<file path="config.mk">
export PLATFORM = sky130hd
export DESIGN_NAME = packbits_rle_byte_encoder
export DESIGN_NICKNAME = d
export VERILOG_FILES = /design/src/rtl/pbre_pkg.sv /design/src/rtl/packbits_rle_byte_encoder.sv /design/src/rtl/pbre_ram.sv
export VERILOG_INCLUDE_DIRS = /design/src /design/src/rtl
export SDC_FILE = /design/constraint.sdc
export NUM_CORES = 2
export LEC_CHECK = 0
export BUFFER_PORTS_ARGS = -buffer_cell sky130_fd_sc_hd__buf_2
export CAP_MARGIN = 10
export CORE_MARGIN = 8
export CORE_UTILIZATION = 25
export DETAILED_ROUTE_END_ITERATION = 7
export GPL_ROUTABILITY_DRIVEN = 1
export PLACE_DENSITY_LB_ADDON = 0.15
export SKIP_LAST_GASP = 1
export SLEW_MARGIN = 20
export SYNTH_ARGS = -nofsm -noshare
export SYNTH_HDL_FRONTEND = slang
export SYNTH_HIERARCHICAL = 1
export SYNTH_SLANG_ARGS = --single-unit
export TNS_END_PERCENT = 1
</file>
<file path="constraint.sdc">
create_clock -name clk -period 8.4 [get_ports clk]
set_clock_uncertainty 0.05 [all_clocks]
set_input_delay 1.68 -clock clk [delete_from_list [all_inputs] [get_ports clk]]
set_output_delay 1.68 -clock clk [all_outputs]
set_load 0.02 [all_outputs]
</file>
<file path="src/rtl/packbits_rle_byte_encoder_macros.svh">
// Assertion helpers for the PackBits encoder.
// Each macro expects clk and rst_n to be visible where it is used.
`ifndef PACKBITS_RLE_BYTE_ENCODER_MACROS_SVH
`define PACKBITS_RLE_BYTE_ENCODER_MACROS_SVH

// Same-cycle implication.
`define PBRE_IMPLIES(label, ante, cons, msg) \
    label: assert property (@(posedge clk) disable iff (!rst_n) (ante) |-> (cons)) \
        else $error(msg);

// Implication checked in the cycle after the antecedent.
`define PBRE_NEXT(label, ante, cons, msg) \
    label: assert property (@(posedge clk) disable iff (!rst_n) (ante) |=> (cons)) \
        else $error(msg);

`endif

</file>
<file path="src/rtl/pbre_pkg.sv">
package pbre_pkg;

    localparam int MAX_CHUNK  = 128;
    localparam int LIT_DEPTH  = 130;
    localparam int LIT_AW     = $clog2(LIT_DEPTH);
    localparam int FILL_W     = $clog2(LIT_DEPTH + 1);
    localparam int RUN_W      = $clog2(MAX_CHUNK + 2);
    localparam int WORD_BYTES = 8;
    localparam int ACC_W      = $clog2(WORD_BYTES + 1);
    localparam int RUN_BIAS   = 257;

    localparam logic CMD_DATA = 1'b0;
    localparam logic CMD_END  = 1'b1;

    localparam logic [7:0] PAD_BYTE = 8'h00;

    typedef logic [7:0]                byte_t;
    typedef logic [8*WORD_BYTES-1:0]   word_t;
    typedef logic [LIT_AW-1:0]         addr_t;
    typedef logic [FILL_W-1:0]         fill_t;
    typedef logic [RUN_W-1:0]          run_t;
    typedef logic [ACC_W-1:0]          acc_cnt_t;

endpackage

</file>
<file path="src/rtl/packbits_rle_byte_encoder.sv">
// PackBits run-length encoder for one byte stream.
// Input channel (in_valid / in_stall, fields cmd and data_byte): one transaction
// carries either a data byte (cmd = 0) or an end-of-segment mark (cmd = 1) that
// flushes pending literals and runs and pads the segment to even length.
// Output channel (out_valid / out_stall, fields out_word, byte_count, last):
// encoded bytes packed into 64-bit words, first byte in bits 7..0, unused
// upper bytes zero; last marks the final word caused by one input transaction.
// in_stall is high while an input transaction is being worked on; a small
// sequencer drives one shared byte path that moves one encoded byte per cycle
// into the word packer while it has room, so the packer and the literal store
// port set the rate. A data byte that only updates run state still walks its
// sequencer states, and a literal flush emits a header and up to 128 bytes.
// A word moves to the output register when a ninth byte needs its slot or when
// the transaction ends; out_valid is registered and rises with the word.
// When the receiver stalls, the output register holds its word and the
// sequencer waits on a full packer or a pending last word; nothing is dropped.
// Reset (rst_n low, asynchronous) clears run state, literal count, parity and
// both handshakes; the literal store needs no clearing, since only written
// entries are ever read.
`include "packbits_rle_byte_encoder_macros.svh"

module packbits_rle_byte_encoder (
    input  logic        clk,
    input  logic        rst_n,
    input  logic        in_valid,
    output logic        in_stall,
    input  logic        cmd,
    input  logic [7:0]  data_byte,
    output logic        out_valid,
    input  logic        out_stall,
    output logic [63:0] out_word,
    output logic [3:0]  byte_count,
    output logic        last
);

    localparam int MAX_CHUNK  = pbre_pkg::MAX_CHUNK;
    localparam int LIT_DEPTH  = pbre_pkg::LIT_DEPTH;
    localparam int WORD_BYTES = pbre_pkg::WORD_BYTES;

    // Sequencer states
    localparam logic [3:0] S_IDLE      = 4'd0;
    localparam logic [3:0] S_SAME      = 4'd1;
    localparam logic [3:0] S_SPLIT     = 4'd2;
    localparam logic [3:0] S_DIFF      = 4'd3;
    localparam logic [3:0] S_PUSH      = 4'd4;
    localparam logic [3:0] S_OVER      = 4'd5;
    localparam logic [3:0] S_END       = 4'd6;
    localparam logic [3:0] S_END_DRAIN = 4'd7;
    localparam logic [3:0] S_END_RUN   = 4'd8;
    localparam logic [3:0] S_END_PAD   = 4'd9;
    localparam logic [3:0] S_LIT_HDR   = 4'd10;
    localparam logic [3:0] S_LIT_BODY  = 4'd11;
    localparam logic [3:0] S_RUN_CODE  = 4'd12;
    localparam logic [3:0] S_RUN_VAL   = 4'd13;
    localparam logic [3:0] S_FINISH    = 4'd14;

    // Sequencer and encoder state
    logic [3:0]         state_reg, state_next;
    logic [3:0]         lit_ret_reg, lit_ret_next;   // return after one literal chunk
    logic [3:0]         seq_ret_reg, seq_ret_next;   // return after pushes or runs
    logic               run_loop_reg, run_loop_next;
    logic [1:0]         push_left_reg, push_left_next;
    pbre_pkg::byte_t    cur_byte_reg, cur_byte_next;
    logic               prev_valid_reg, prev_valid_next;
    pbre_pkg::byte_t    prev_value_reg, prev_value_next;
    pbre_pkg::run_t     repeat_reg, repeat_next;
    pbre_pkg::fill_t    fill_reg, fill_next;
    pbre_pkg::fill_t    chunk_left_reg, chunk_left_next;
    pbre_pkg::addr_t    head_reg, head_next;
    pbre_pkg::addr_t    tail_reg, tail_next;
    logic               odd_reg, odd_next;

    // Word packer and output register
    pbre_pkg::word_t    acc_word_reg, acc_word_next;
    pbre_pkg::acc_cnt_t acc_cnt_reg, acc_cnt_next;
    logic               out_valid_reg, out_valid_next;
    pbre_pkg::word_t    out_word_reg, out_word_next;
    pbre_pkg::acc_cnt_t byte_count_reg, byte_count_next;
    logic               last_reg, last_next;

    // Shared byte path
    logic               push_en;
    pbre_pkg::byte_t    push_data;
    logic               push_room;
    logic               push_fire;
    logic               out_free;
    logic               move_full;
    logic               fin_move;
    pbre_pkg::word_t    acc_base;

    // Literal store port
    logic               wr_en;
    logic               rd_en;
    pbre_pkg::addr_t    rd_addr;
    pbre_pkg::byte_t    rd_data;

    pbre_pkg::addr_t    head_inc;
    pbre_pkg::addr_t    tail_inc;
    pbre_pkg::fill_t    chunk_n;
    pbre_pkg::run_t     run_n;
    pbre_pkg::run_t     repeat_after;

    pbre_ram #(
        .WIDTH(8),
        .DEPTH(LIT_DEPTH)
    ) u_lit_ram (
        .clk     (clk),
        .wr_en   (wr_en),
        .wr_addr (tail_reg),
        .wr_data (prev_value_reg),
        .rd_en   (rd_en),
        .rd_addr (rd_addr),
        .rd_data (rd_data)
    );

    // Circular literal store pointers
    assign head_inc = (head_reg == pbre_pkg::addr_t'(LIT_DEPTH - 1)) ? '0
                    : pbre_pkg::addr_t'(head_reg + 1'b1);
    assign tail_inc = (tail_reg == pbre_pkg::addr_t'(LIT_DEPTH - 1)) ? '0
                    : pbre_pkg::addr_t'(tail_reg + 1'b1);

    // Packet lengths: a literal chunk and a run packet both cap at MAX_CHUNK
    assign chunk_n = (fill_reg > pbre_pkg::fill_t'(MAX_CHUNK))
                   ? pbre_pkg::fill_t'(MAX_CHUNK) : fill_reg;
    assign run_n   = (repeat_reg > pbre_pkg::run_t'(MAX_CHUNK))
                   ? pbre_pkg::run_t'(MAX_CHUNK) : repeat_reg;
    assign repeat_after = pbre_pkg::run_t'(repeat_reg - run_n);

    // The packer takes a byte unless it is full and the output register is busy
    assign out_free  = !out_valid_reg || !out_stall;
    assign push_room = (acc_cnt_reg != pbre_pkg::acc_cnt_t'(WORD_BYTES)) || out_free;
    assign push_fire = push_en && push_room;

    assign in_stall  = (state_reg != S_IDLE);

    // Sequencer
    always_comb
    begin
        state_next      = state_reg;
        lit_ret_next    = lit_ret_reg;
        seq_ret_next    = seq_ret_reg;
        run_loop_next   = run_loop_reg;
        push_left_next  = push_left_reg;
        cur_byte_next   = cur_byte_reg;
        prev_valid_next = prev_valid_reg;
        prev_value_next = prev_value_reg;
        repeat_next     = repeat_reg;
        fill_next       = fill_reg;
        chunk_left_next = chunk_left_reg;
        head_next       = head_reg;
        tail_next       = tail_reg;
        push_en         = 1'b0;
        push_data       = '0;
        wr_en           = 1'b0;
        rd_en           = 1'b0;
        rd_addr         = head_reg;

        case (state_reg)
            S_IDLE:
            begin
                if (in_valid)
                begin
                    cur_byte_next = data_byte;
                    if (cmd == pbre_pkg::CMD_END)
                    begin
                        state_next = S_END;
                    end
                    else if (prev_valid_reg && data_byte == prev_value_reg)
                    begin
                        repeat_next = pbre_pkg::run_t'(repeat_reg + 1'b1);
                        state_next  = S_SAME;
                    end
                    else
                    begin
                        state_next = S_DIFF;
                    end
                end
            end

            S_SAME:
            begin
                // A run of three or more flushes every pending literal first
                if (repeat_reg > pbre_pkg::run_t'(2) && fill_reg != '0)
                begin
                    lit_ret_next = S_SAME;
                    state_next   = S_LIT_HDR;
                end
                else
                begin
                    state_next = S_SPLIT;
                end
            end

            S_SPLIT:
            begin
                if (repeat_reg > pbre_pkg::run_t'(MAX_CHUNK))
                begin
                    run_loop_next = 1'b0;
                    seq_ret_next  = S_FINISH;
                    state_next    = S_RUN_CODE;
                end
                else
                begin
                    state_next = S_FINISH;
                end
            end

            S_DIFF:
            begin
                // Retire the previous run: short runs become literals
                if (!prev_valid_reg || repeat_reg == '0)
                begin
                    state_next = S_OVER;
                end
                else if (repeat_reg == pbre_pkg::run_t'(1))
                begin
                    push_left_next = 2'd1;
                    seq_ret_next   = S_OVER;
                    state_next     = S_PUSH;
                end
                else if (repeat_reg == pbre_pkg::run_t'(2))
                begin
                    push_left_next = 2'd2;
                    seq_ret_next   = S_OVER;
                    state_next     = S_PUSH;
                end
                else
                begin
                    run_loop_next = 1'b1;
                    seq_ret_next  = S_OVER;
                    state_next    = S_RUN_CODE;
                end
            end

            S_PUSH:
            begin
                if (fill_reg == pbre_pkg::fill_t'(LIT_DEPTH))
                begin
                    lit_ret_next = S_PUSH;
                    state_next   = S_LIT_HDR;
                end
                else
                begin
                    wr_en          = 1'b1;
                    tail_next      = tail_inc;
                    fill_next      = pbre_pkg::fill_t'(fill_reg + 1'b1);
                    push_left_next = push_left_reg - 2'd1;
                    if (push_left_reg == 2'd1)
                    begin
                        state_next = seq_ret_reg;
                    end
                end
            end

            S_OVER:
            begin
                if (fill_reg > pbre_pkg::fill_t'(MAX_CHUNK))
                begin
                    lit_ret_next = S_OVER;
                    state_next   = S_LIT_HDR;
                end
                else
                begin
                    prev_valid_next = 1'b1;
                    prev_value_next = cur_byte_reg;
                    repeat_next     = pbre_pkg::run_t'(1);
                    state_next      = S_FINISH;
                end
            end

            S_END:
            begin
                // A pending single joins the literals
                if (prev_valid_reg && repeat_reg == pbre_pkg::run_t'(1))
                begin
                    push_left_next = 2'd1;
                    seq_ret_next   = S_END_DRAIN;
                    repeat_next    = '0;
                    state_next     = S_PUSH;
                end
                else
                begin
                    state_next = S_END_DRAIN;
                end
            end

            S_END_DRAIN:
            begin
                if (fill_reg != '0)
                begin
                    lit_ret_next = S_END_DRAIN;
                    state_next   = S_LIT_HDR;
                end
                else
                begin
                    state_next = S_END_RUN;
                end
            end

            S_END_RUN:
            begin
                if (prev_valid_reg && repeat_reg >= pbre_pkg::run_t'(2))
                begin
                    run_loop_next = 1'b1;
                    seq_ret_next  = S_END_PAD;
                    state_next    = S_RUN_CODE;
                end
                else
                begin
                    state_next = S_END_PAD;
                end
            end

            S_END_PAD:
            begin
                prev_valid_next = 1'b0;
                prev_value_next = '0;
                repeat_next     = '0;
                if (odd_reg)
                begin
                    push_en   = 1'b1;
                    push_data = pbre_pkg::PAD_BYTE;
                    if (push_room)
                    begin
                        state_next = S_FINISH;
                    end
                end
                else
                begin
                    state_next = S_FINISH;
                end
            end

            S_LIT_HDR:
            begin
                // Header n-1; keep the first literal fetch going meanwhile
                push_en   = 1'b1;
                push_data = pbre_pkg::byte_t'(chunk_n - 1'b1);
                rd_en     = 1'b1;
                rd_addr   = head_reg;
                if (push_room)
                begin
                    chunk_left_next = chunk_n;
                    state_next      = S_LIT_BODY;
                end
            end

            S_LIT_BODY:
            begin
                push_en   = 1'b1;
                push_data = rd_data;
                if (push_room)
                begin
                    head_next       = head_inc;
                    fill_next       = pbre_pkg::fill_t'(fill_reg - 1'b1);
                    chunk_left_next = pbre_pkg::fill_t'(chunk_left_reg - 1'b1);
                    if (chunk_left_reg == pbre_pkg::fill_t'(1))
                    begin
                        state_next = lit_ret_reg;
                    end
                    else
                    begin
                        rd_en   = 1'b1;
                        rd_addr = head_inc;
                    end
                end
            end

            S_RUN_CODE:
            begin
                push_en   = 1'b1;
                push_data = pbre_pkg::byte_t'(pbre_pkg::RUN_BIAS - int'(run_n));
                if (push_room)
                begin
                    state_next = S_RUN_VAL;
                end
            end

            S_RUN_VAL:
            begin
                push_en   = 1'b1;
                push_data = prev_value_reg;
                if (push_room)
                begin
                    repeat_next = repeat_after;
                    if (run_loop_reg && repeat_after != '0)
                    begin
                        state_next = S_RUN_CODE;
                    end
                    else
                    begin
                        state_next = seq_ret_reg;
                    end
                end
            end

            S_FINISH:
            begin
                // Hand the pending word, if any, over as the last one of this transaction
                if (acc_cnt_reg == '0 || out_free)
                begin
                    state_next = S_IDLE;
                end
            end

            default:
            begin
                state_next = S_IDLE;
            end
        endcase
    end

    // Word packer and output register
    assign move_full = push_fire && (acc_cnt_reg == pbre_pkg::acc_cnt_t'(WORD_BYTES));
    assign fin_move  = (state_reg == S_FINISH) && (acc_cnt_reg != '0) && out_free;

    always_comb
    begin
        acc_word_next   = acc_word_reg;
        acc_cnt_next    = acc_cnt_reg;
        odd_next        = odd_reg;
        out_valid_next  = out_valid_reg;
        out_word_next   = out_word_reg;
        byte_count_next = byte_count_reg;
        last_next       = last_reg;

        // Start from a clean word when empty or when the full word leaves now
        acc_base = (acc_cnt_reg == '0 || acc_cnt_reg == pbre_pkg::acc_cnt_t'(WORD_BYTES))
                 ? '0 : acc_word_reg;

        if (out_valid_reg && !out_stall)
        begin
            out_valid_next = 1'b0;
        end

        if (push_fire)
        begin
            odd_next = !odd_reg;
            acc_base[8*acc_cnt_reg[2:0] +: 8] = push_data;
            acc_word_next = acc_base;
            if (move_full)
            begin
                acc_cnt_next = pbre_pkg::acc_cnt_t'(1);
            end
            else
            begin
                acc_cnt_next = pbre_pkg::acc_cnt_t'(acc_cnt_reg + 1'b1);
            end
        end

        if (move_full)
        begin
            out_valid_next  = 1'b1;
            out_word_next   = acc_word_reg;
            byte_count_next = acc_cnt_reg;
            last_next       = 1'b0;
        end
        else if (fin_move)
        begin
            out_valid_next  = 1'b1;
            out_word_next   = acc_word_reg;
            byte_count_next = acc_cnt_reg;
            last_next       = 1'b1;
            acc_cnt_next    = '0;
        end
    end

    // Control state
    always_ff @(posedge clk or negedge rst_n)
    begin
        if (!rst_n)
        begin
            state_reg      <= S_IDLE;
            lit_ret_reg    <= S_IDLE;
            seq_ret_reg    <= S_IDLE;
            run_loop_reg   <= 1'b0;
            push_left_reg  <= '0;
            prev_valid_reg <= 1'b0;
            prev_value_reg <= '0;
            repeat_reg     <= '0;
            fill_reg       <= '0;
            chunk_left_reg <= '0;
            head_reg       <= '0;
            tail_reg       <= '0;
            odd_reg        <= 1'b0;
            acc_cnt_reg    <= '0;
            out_valid_reg  <= 1'b0;
        end
        else
        begin
            state_reg      <= state_next;
            lit_ret_reg    <= lit_ret_next;
            seq_ret_reg    <= seq_ret_next;
            run_loop_reg   <= run_loop_next;
            push_left_reg  <= push_left_next;
            prev_valid_reg <= prev_valid_next;
            prev_value_reg <= prev_value_next;
            repeat_reg     <= repeat_next;
            fill_reg       <= fill_next;
            chunk_left_reg <= chunk_left_next;
            head_reg       <= head_next;
            tail_reg       <= tail_next;
            odd_reg        <= odd_next;
            acc_cnt_reg    <= acc_cnt_next;
            out_valid_reg  <= out_valid_next;
        end
    end

    // Payload
    always_ff @(posedge clk)
    begin
        cur_byte_reg   <= cur_byte_next;
        acc_word_reg   <= acc_word_next;
        out_word_reg   <= out_word_next;
        byte_count_reg <= byte_count_next;
        last_reg       <= last_next;
    end

    assign out_valid  = out_valid_reg;
    assign out_word   = out_word_reg;
    assign byte_count = byte_count_reg;
    assign last       = last_reg;

    // Checks
    `PBRE_IMPLIES(a_idle_packer_empty, state_reg == S_IDLE, acc_cnt_reg == '0,
                  "packer not flushed at end of transaction")
    `PBRE_IMPLIES(a_idle_fill_bound, state_reg == S_IDLE,
                  fill_reg <= pbre_pkg::fill_t'(MAX_CHUNK),
                  "literal backlog above one chunk while idle")
    `PBRE_IMPLIES(a_body_has_data, state_reg == S_LIT_BODY,
                  fill_reg != '0 && chunk_left_reg != '0,
                  "literal drain with empty store")
    `PBRE_NEXT(a_word_count, move_full || fin_move,
               out_valid_reg && byte_count_reg != '0,
               "output word loaded without bytes")

endmodule

</file>
<file path="src/rtl/pbre_ram.sv">
module pbre_ram #(
    parameter int WIDTH = 8,
    parameter int DEPTH = 130
) (
    input  logic                     clk,
    input  logic                     wr_en,
    input  logic [$clog2(DEPTH)-1:0] wr_addr,
    input  logic [WIDTH-1:0]         wr_data,
    input  logic                     rd_en,
    input  logic [$clog2(DEPTH)-1:0] rd_addr,
    output logic [WIDTH-1:0]         rd_data
);

    logic [WIDTH-1:0] mem [DEPTH];
    logic [WIDTH-1:0] rd_data_reg;

    always_ff @(posedge clk)
    begin
        if (wr_en)
        begin
            mem[wr_addr] <= wr_data;
        end
        if (rd_en)
        begin
            rd_data_reg <= mem[rd_addr];
        end
    end

    assign rd_data = rd_data_reg;

endmodule
</file>
Word level (Yosys, flattened, before mapping)
Memories as Yosys holds them, arrays and structs flattened. A register that Yosys moved wholly into a read port is not among the register bits.
Cells that the tools add are included.
Storage, ports and cells
  memories kept: 1
  output and inout bits: 71
  ROM bits: 0
  RAM bits: 1040
  input bits: 13
  register bits after elaboration: 211
  logic and storage cells: 230
  bits in latches: 0
Memory list
  u_lit_ram.mem: depth 130, width 8, read ports 1, clocked after Yosys merged registers in 1, write ports 1, line pbre_ram.sv:14  | logic [WIDTH-1:0] mem [DEPTH];
Cells by class
  shift operators: 2
  multiplexer cells: 93
  magnitude comparators: 4
  reduce and logical (&&, ||, !) cells: 49
  add/sub/neg operators: 12
  div/mod/pow operators: 0
  bitwise gates (word level): 1
  $mul: 0
  equality and inequality tests: 48
Operators with widths (count)
  $mux W64: 3
  $mux W8: 18
  $mux W4: 30
  $bwmux W64: 1
  $shift A8 B34 Y64 const A: 1
  $shiftx A8 B34 Y64: 1
  $pmux W4 S15: 1
  $pmux W8 S2: 3
  $ne A2 B2 Y1 const B: 21
  $pmux W8 S5: 1
  $neg A6 Y34: 1
  $add A8 B1 Y8 const B: 4
  $eq A4 B4 Y1 const B: 8
  $pmux W4 S4: 2
  $pmux W8 S4: 1
  $eq A8 B8 Y1 const B: 3
  $sub A8 B1 Y8 const B: 3
  $mux W2: 9
  $eq A4 B3 Y1 const B: 4
  $eq A8 B1 Y1 const B: 2
  $gt A8 B8 Y1 const B: 2
  $mux W1: 16
  $reduce_bool A4 Y1: 4
  $reduce_bool A8 Y1: 2
  33 further kinds: 68

Longest topological paths before layout
  depth after elaboration: 9
  mapped depth: 20

By module
The synthesis kept the hierarchy.
By module, submodules not included
  pbre_ram: cells an instance 2081, instances 1, seq. area each 31470.2 um2, area each 41414.7 um2
  packbits_rle_byte_encoder: cells an instance 899, instances 1, seq. area each 5950.7 um2, area each 9969.6 um2

Worst setup path before layout
OpenSTA, ideal clock, no wires.
  path kind: input to register
  from: input port out_stall
  to: register byte_count_reg[0], in the netlist byte_count[0], enable pin
  path slack: 2.615 ns
  path buffers: 0
  stages on the path: 3
  data arrival time: 5.223 ns
  library setup time: 0.512 ns
  path through: nand2_1 -> o21ai_0 -> o21bai_1
On the way
  word-level cells in the longest chain between the ends: 6
RTL lines
  start, declared: line packbits_rle_byte_encoder.sv:30  | input logic out_stall,
  $logic_not A1 Y1 (*): line packbits_rle_byte_encoder.sv:130  | assign out_free = !out_valid_reg || !out_stall;
  $logic_or A1 B1 Y1 (*): line packbits_rle_byte_encoder.sv:130
  $logic_or A1 B1 Y1: line packbits_rle_byte_encoder.sv:131  | assign push_room = (acc_cnt_reg != pbre_pkg::acc_cnt_t'(WORD_BYTES)) || out_free;
  $logic_and A1 B1 Y1: line packbits_rle_byte_encoder.sv:132  | assign push_fire = push_en && push_room;
  $logic_and A1 B1 Y1: line packbits_rle_byte_encoder.sv:414  | assign move_full = push_fire && (acc_cnt_reg == pbre_pkg::acc_cnt_t'(WORD_BYTES));
  $reduce_bool A2 Y1 (no line) (*)
  end signal, assigned: line packbits_rle_byte_encoder.sv:515  | byte_count_reg <= byte_count_next;
  end, declared: line packbits_rle_byte_encoder.sv:78  | pbre_pkg::acc_cnt_t byte_count_reg, byte_count_next;
Every way passes the cells marked *; elsewhere a longest branch is shown, timed or not.
A chain may end at the register's enable or synchronous reset.

Final worst setup path
  from: register state_reg[0]
  to: register u_lit_ram.rd_data_reg[7], in the netlist u_lit_ram/rd_data[7], read port of u_lit_ram.mem (data pin)
On the way
  word-level cells in the longest chain between the ends: 2
RTL lines
  start, declared: line packbits_rle_byte_encoder.sv:58  | logic [3:0] state_reg, state_next;
  start signal, assigned: line packbits_rle_byte_encoder.sv:491  | state_reg <= state_next;
  $eq A4 B4 Y1: line packbits_rle_byte_encoder.sv:158  | case (state_reg)
  $mux W8: line packbits_rle_byte_encoder.sv:158
  via rd_addr[0]: line packbits_rle_byte_encoder.sv:94  | pbre_pkg::addr_t rd_addr;
  end, declared: line pbre_ram.sv:15  | logic [WIDTH-1:0] rd_data_reg;
The timed path passes the listed nets, and every way through them passes these cells.

==> impl_metrics.toml <==
[timing]
fin_crit_ps = 6030
rsz0062_at_grt = "no"
maxSlewHeadroom = 0.171
finalMaxSlewViolations = 0
fmax_mhz = 166
fin_ws_ps = 2370
setup_tns_ps = 0
worst_pin_slew_ps = 1240
setup_viol = 0
period_share = 0.718
hold_viol_final = 0

[placed_design]
place_ws_ps = 1790
place.gp.congestion = 0.769
numPortBuffers = 83
dp_hpwl_microns = 98200

[global_route]
antenna_found_initial = 4
grt_max_degree = 85
grt_pass1_wl_microns = 219000
track_usage = 0.135
grt_pass1_vias = 28100
overflow = 0

[clocking]
cts_buffers = 141
cts_max_level = 4
clock_sinks = 1258
clockBufferDepth = 3
cts_setup_buffers = 0
cts_tree = "yes"
clkTransAtPathRegs_ps = 60
cts_repair_resize_count = 0
cts_root_buf = "clkbuf_16"
hold_buffers = 0
worstSkewPairLatency_ps = 790

[route]
ant_nets = 0
dr.first_iter.drc_count = 2227
vias = 27900
routed_wl_microns = 154000
vias_per_cell = 4.70
wire_per_inst_microns = 26.0
dr.pass1.iters = 5
drc = 0

[min_path]
holdPathStages = 0
hold_path.class = "flop to flop"

[yosys]
synth_xor_xnor_area_share = 0.00545
synth_adder_area_share = 0.00692
synthCells = 2980
synth.largest_area_cell = "edfxtp_1"
synthMuxAreaShare = 0.116
synth-compound-area-share = 0.0555
synth-async-reset-ratio = 0.0548
syn_nets = 3020
yosysTopAreaCellShare = 0.694
synth_simple_gate_area_share = 0.0645
synth.most_common_cell = "edfxtp_1"
synthTopCellsByCount = "edfxtp_1, nor2_1, mux2i_1"
synth_cell_types = 91
yosysWarnings = 6
avgSynthCellArea_sq_um = 17.2
synth_top_family_by_area = "multiplexers"
syn-cell-area_sq_mm = 0.0514
ys_top_cells_by_area = "edfxtp_1, mux4_2, mux2i_1"
synth_edf_count = 1188
ys_seq_elements = 1258
yosys_most_used_dff = "edfxtp_1"
synth-seq-area-share = 0.728

[power]
leakagePower_nw = 18.7
seqPwrFrac = 0.410
finalPower_w = 0.0197
p_int_w = 0.0132
p_sw_frac = 0.330
power_density_mw_per_mm2 = 332
p_clk_frac = 0.311
peakVddDrop_v = 0.000259
p_sw_w = 0.00652
p_comb_frac = 0.279

[flow_run]
drv_cap = 0

[final_layout]
fin_util = 0.291
final_nets = 3161
largest_reg_flops = 1040
areaGrowthSynthToFinish_pct = 15.6
final_layout_size_suffix_gt1_frac = 0.177

[worst_setup_path]
required_ps = 8940
crit_path_end_kind = "flop"
crit_arrival_ps = 6580
rr_worst_depth = 16
crit_type = "flop to flop"
worstSetupStartpointType = "flop"
crit_fanout = 41

[floorplan]
start_util = 0.251
core_sq_mm = 0.204
die_y_microns = 469
die_area_sq_mm = 0.220
die_w_microns = 469
row_count = 166
io_pins = 84

[status]
status = "completed"
-- kinds of logic after synthesis --
| kind of cell | count (synthesis) |
|---|---|
| flip-flops | 1258 |
| AND/OR/NAND/NOR | 692 |
| AO/OA/AOI/OAI | 416 |
| multiplexers | 363 |
| buffers and inverters | 190 |
| XOR/XNOR | 32 |
| adder cells (fa/ha/maj) | 28 |
| other | 1 |
-- layer usage --
| metal | track usage | routed length, microns | vias to the layer above |
|---|---|---|---|
| li1 | - | - | 12200 |
| met3 | 0.0346 | 8550 | 215 |
| met1 | 0.185 | 71100 | 14700 |
| met4 | 0.0413 | 4320 | 2 |
| met2 | 0.209 | 69800 | 687 |
| met5 | 0 | 12 | - |
-- cells in the final DEF (no fill, tap or decap), types with 61 or more instances in the layout --
| cell type | instances |
|---|---|
| mux2i_1 | 176 |
| mux4_2 | 165 |
| nand3_1 | 70 |
| buf_4 | 71 |
| buf_2 | 83 |
| clkbuf_16 | 145 |
| nor2_1 | 286 |
| dfrtp_1 | 61 |
| a21oi_1 | 64 |
| edfxtp_1 | 1188 |
| nand2_1 | 100 |
| o21ai_0 | 78 |
-- final cells by class --
| class | instances | area, sq um |
|---|---|---|
| antenna | 5 | 12.5 |
| clock buffer | 182 | 3810 |
| clock inverter | 71 | 713 |
| fill | 20300 | 145000 |
| inverter | 30 | 113 |
| multi-input combinational | 1532 | 12900 |
| sequential | 1258 | 37500 |
| tap | 2688 | 3360 |
| timing repair buffer | 158 | 1030 |
-- through the flow --
step                instance area (sq um)  cells  hold slack [ps]
CTS                                 59400   5919              367
global route                        59400   5920              371
finish                              59400   5924              366
global placement                    54800   5665              352
floorplan                           51400   2980              350
detailed placement                  54900   5666              355
-- path summary, 6_finish.rpt --
path | start | end | slack [ps]
min in group asynchronous | rst_n | out_valid | 810
min | acc_word_reg[20] | out_word[20] | 370
min reg2reg | acc_word_reg[20] | out_word[20] | 370
max | state_reg[0] | u_lit_ram/rd_data[7] | 2370
max reg2reg | state_reg[0] | u_lit_ram/rd_data[7] | 2370
max in group asynchronous | rst_n | prev_value_reg[7] | 6430
-- critical path, cell delays in order, from the launching register on --
cell and delay (ps):
dfrtp_1 310, buf_4 390, nand4b_1 150, buf_4 200, a21oi_1 390, o21ai_1 180, buf_4 230, or2_2 380
o21ai_4 560, buf_12 290, buf_4 320, buf_4 510, mux4_2 330, o22ai_1 130, nor4_1 840, a211oi_1 200
nor4b_2 320
-- power by group through the flow --
| stage | Sequential (W) | Clock, W | Combinational (W) |
|---|---|---|---|
| 2_1_floorplan | 0.00823 | 0 | 0.00378 |
| 3_3_place_gp | 0.00825 | 0 | 0.00564 |
| 3_5_place_dp | 0.00825 | 0 | 0.00562 |
| 4_1_cts | 0.00812 | 0.00632 | 0.00564 |
| 5_1_grt | 0.00817 | 0.00654 | 0.00594 |
| 6_report | 0.00811 | 0.00613 | 0.00551 |
Note: power is estimated with default switching activity, not from simulation.
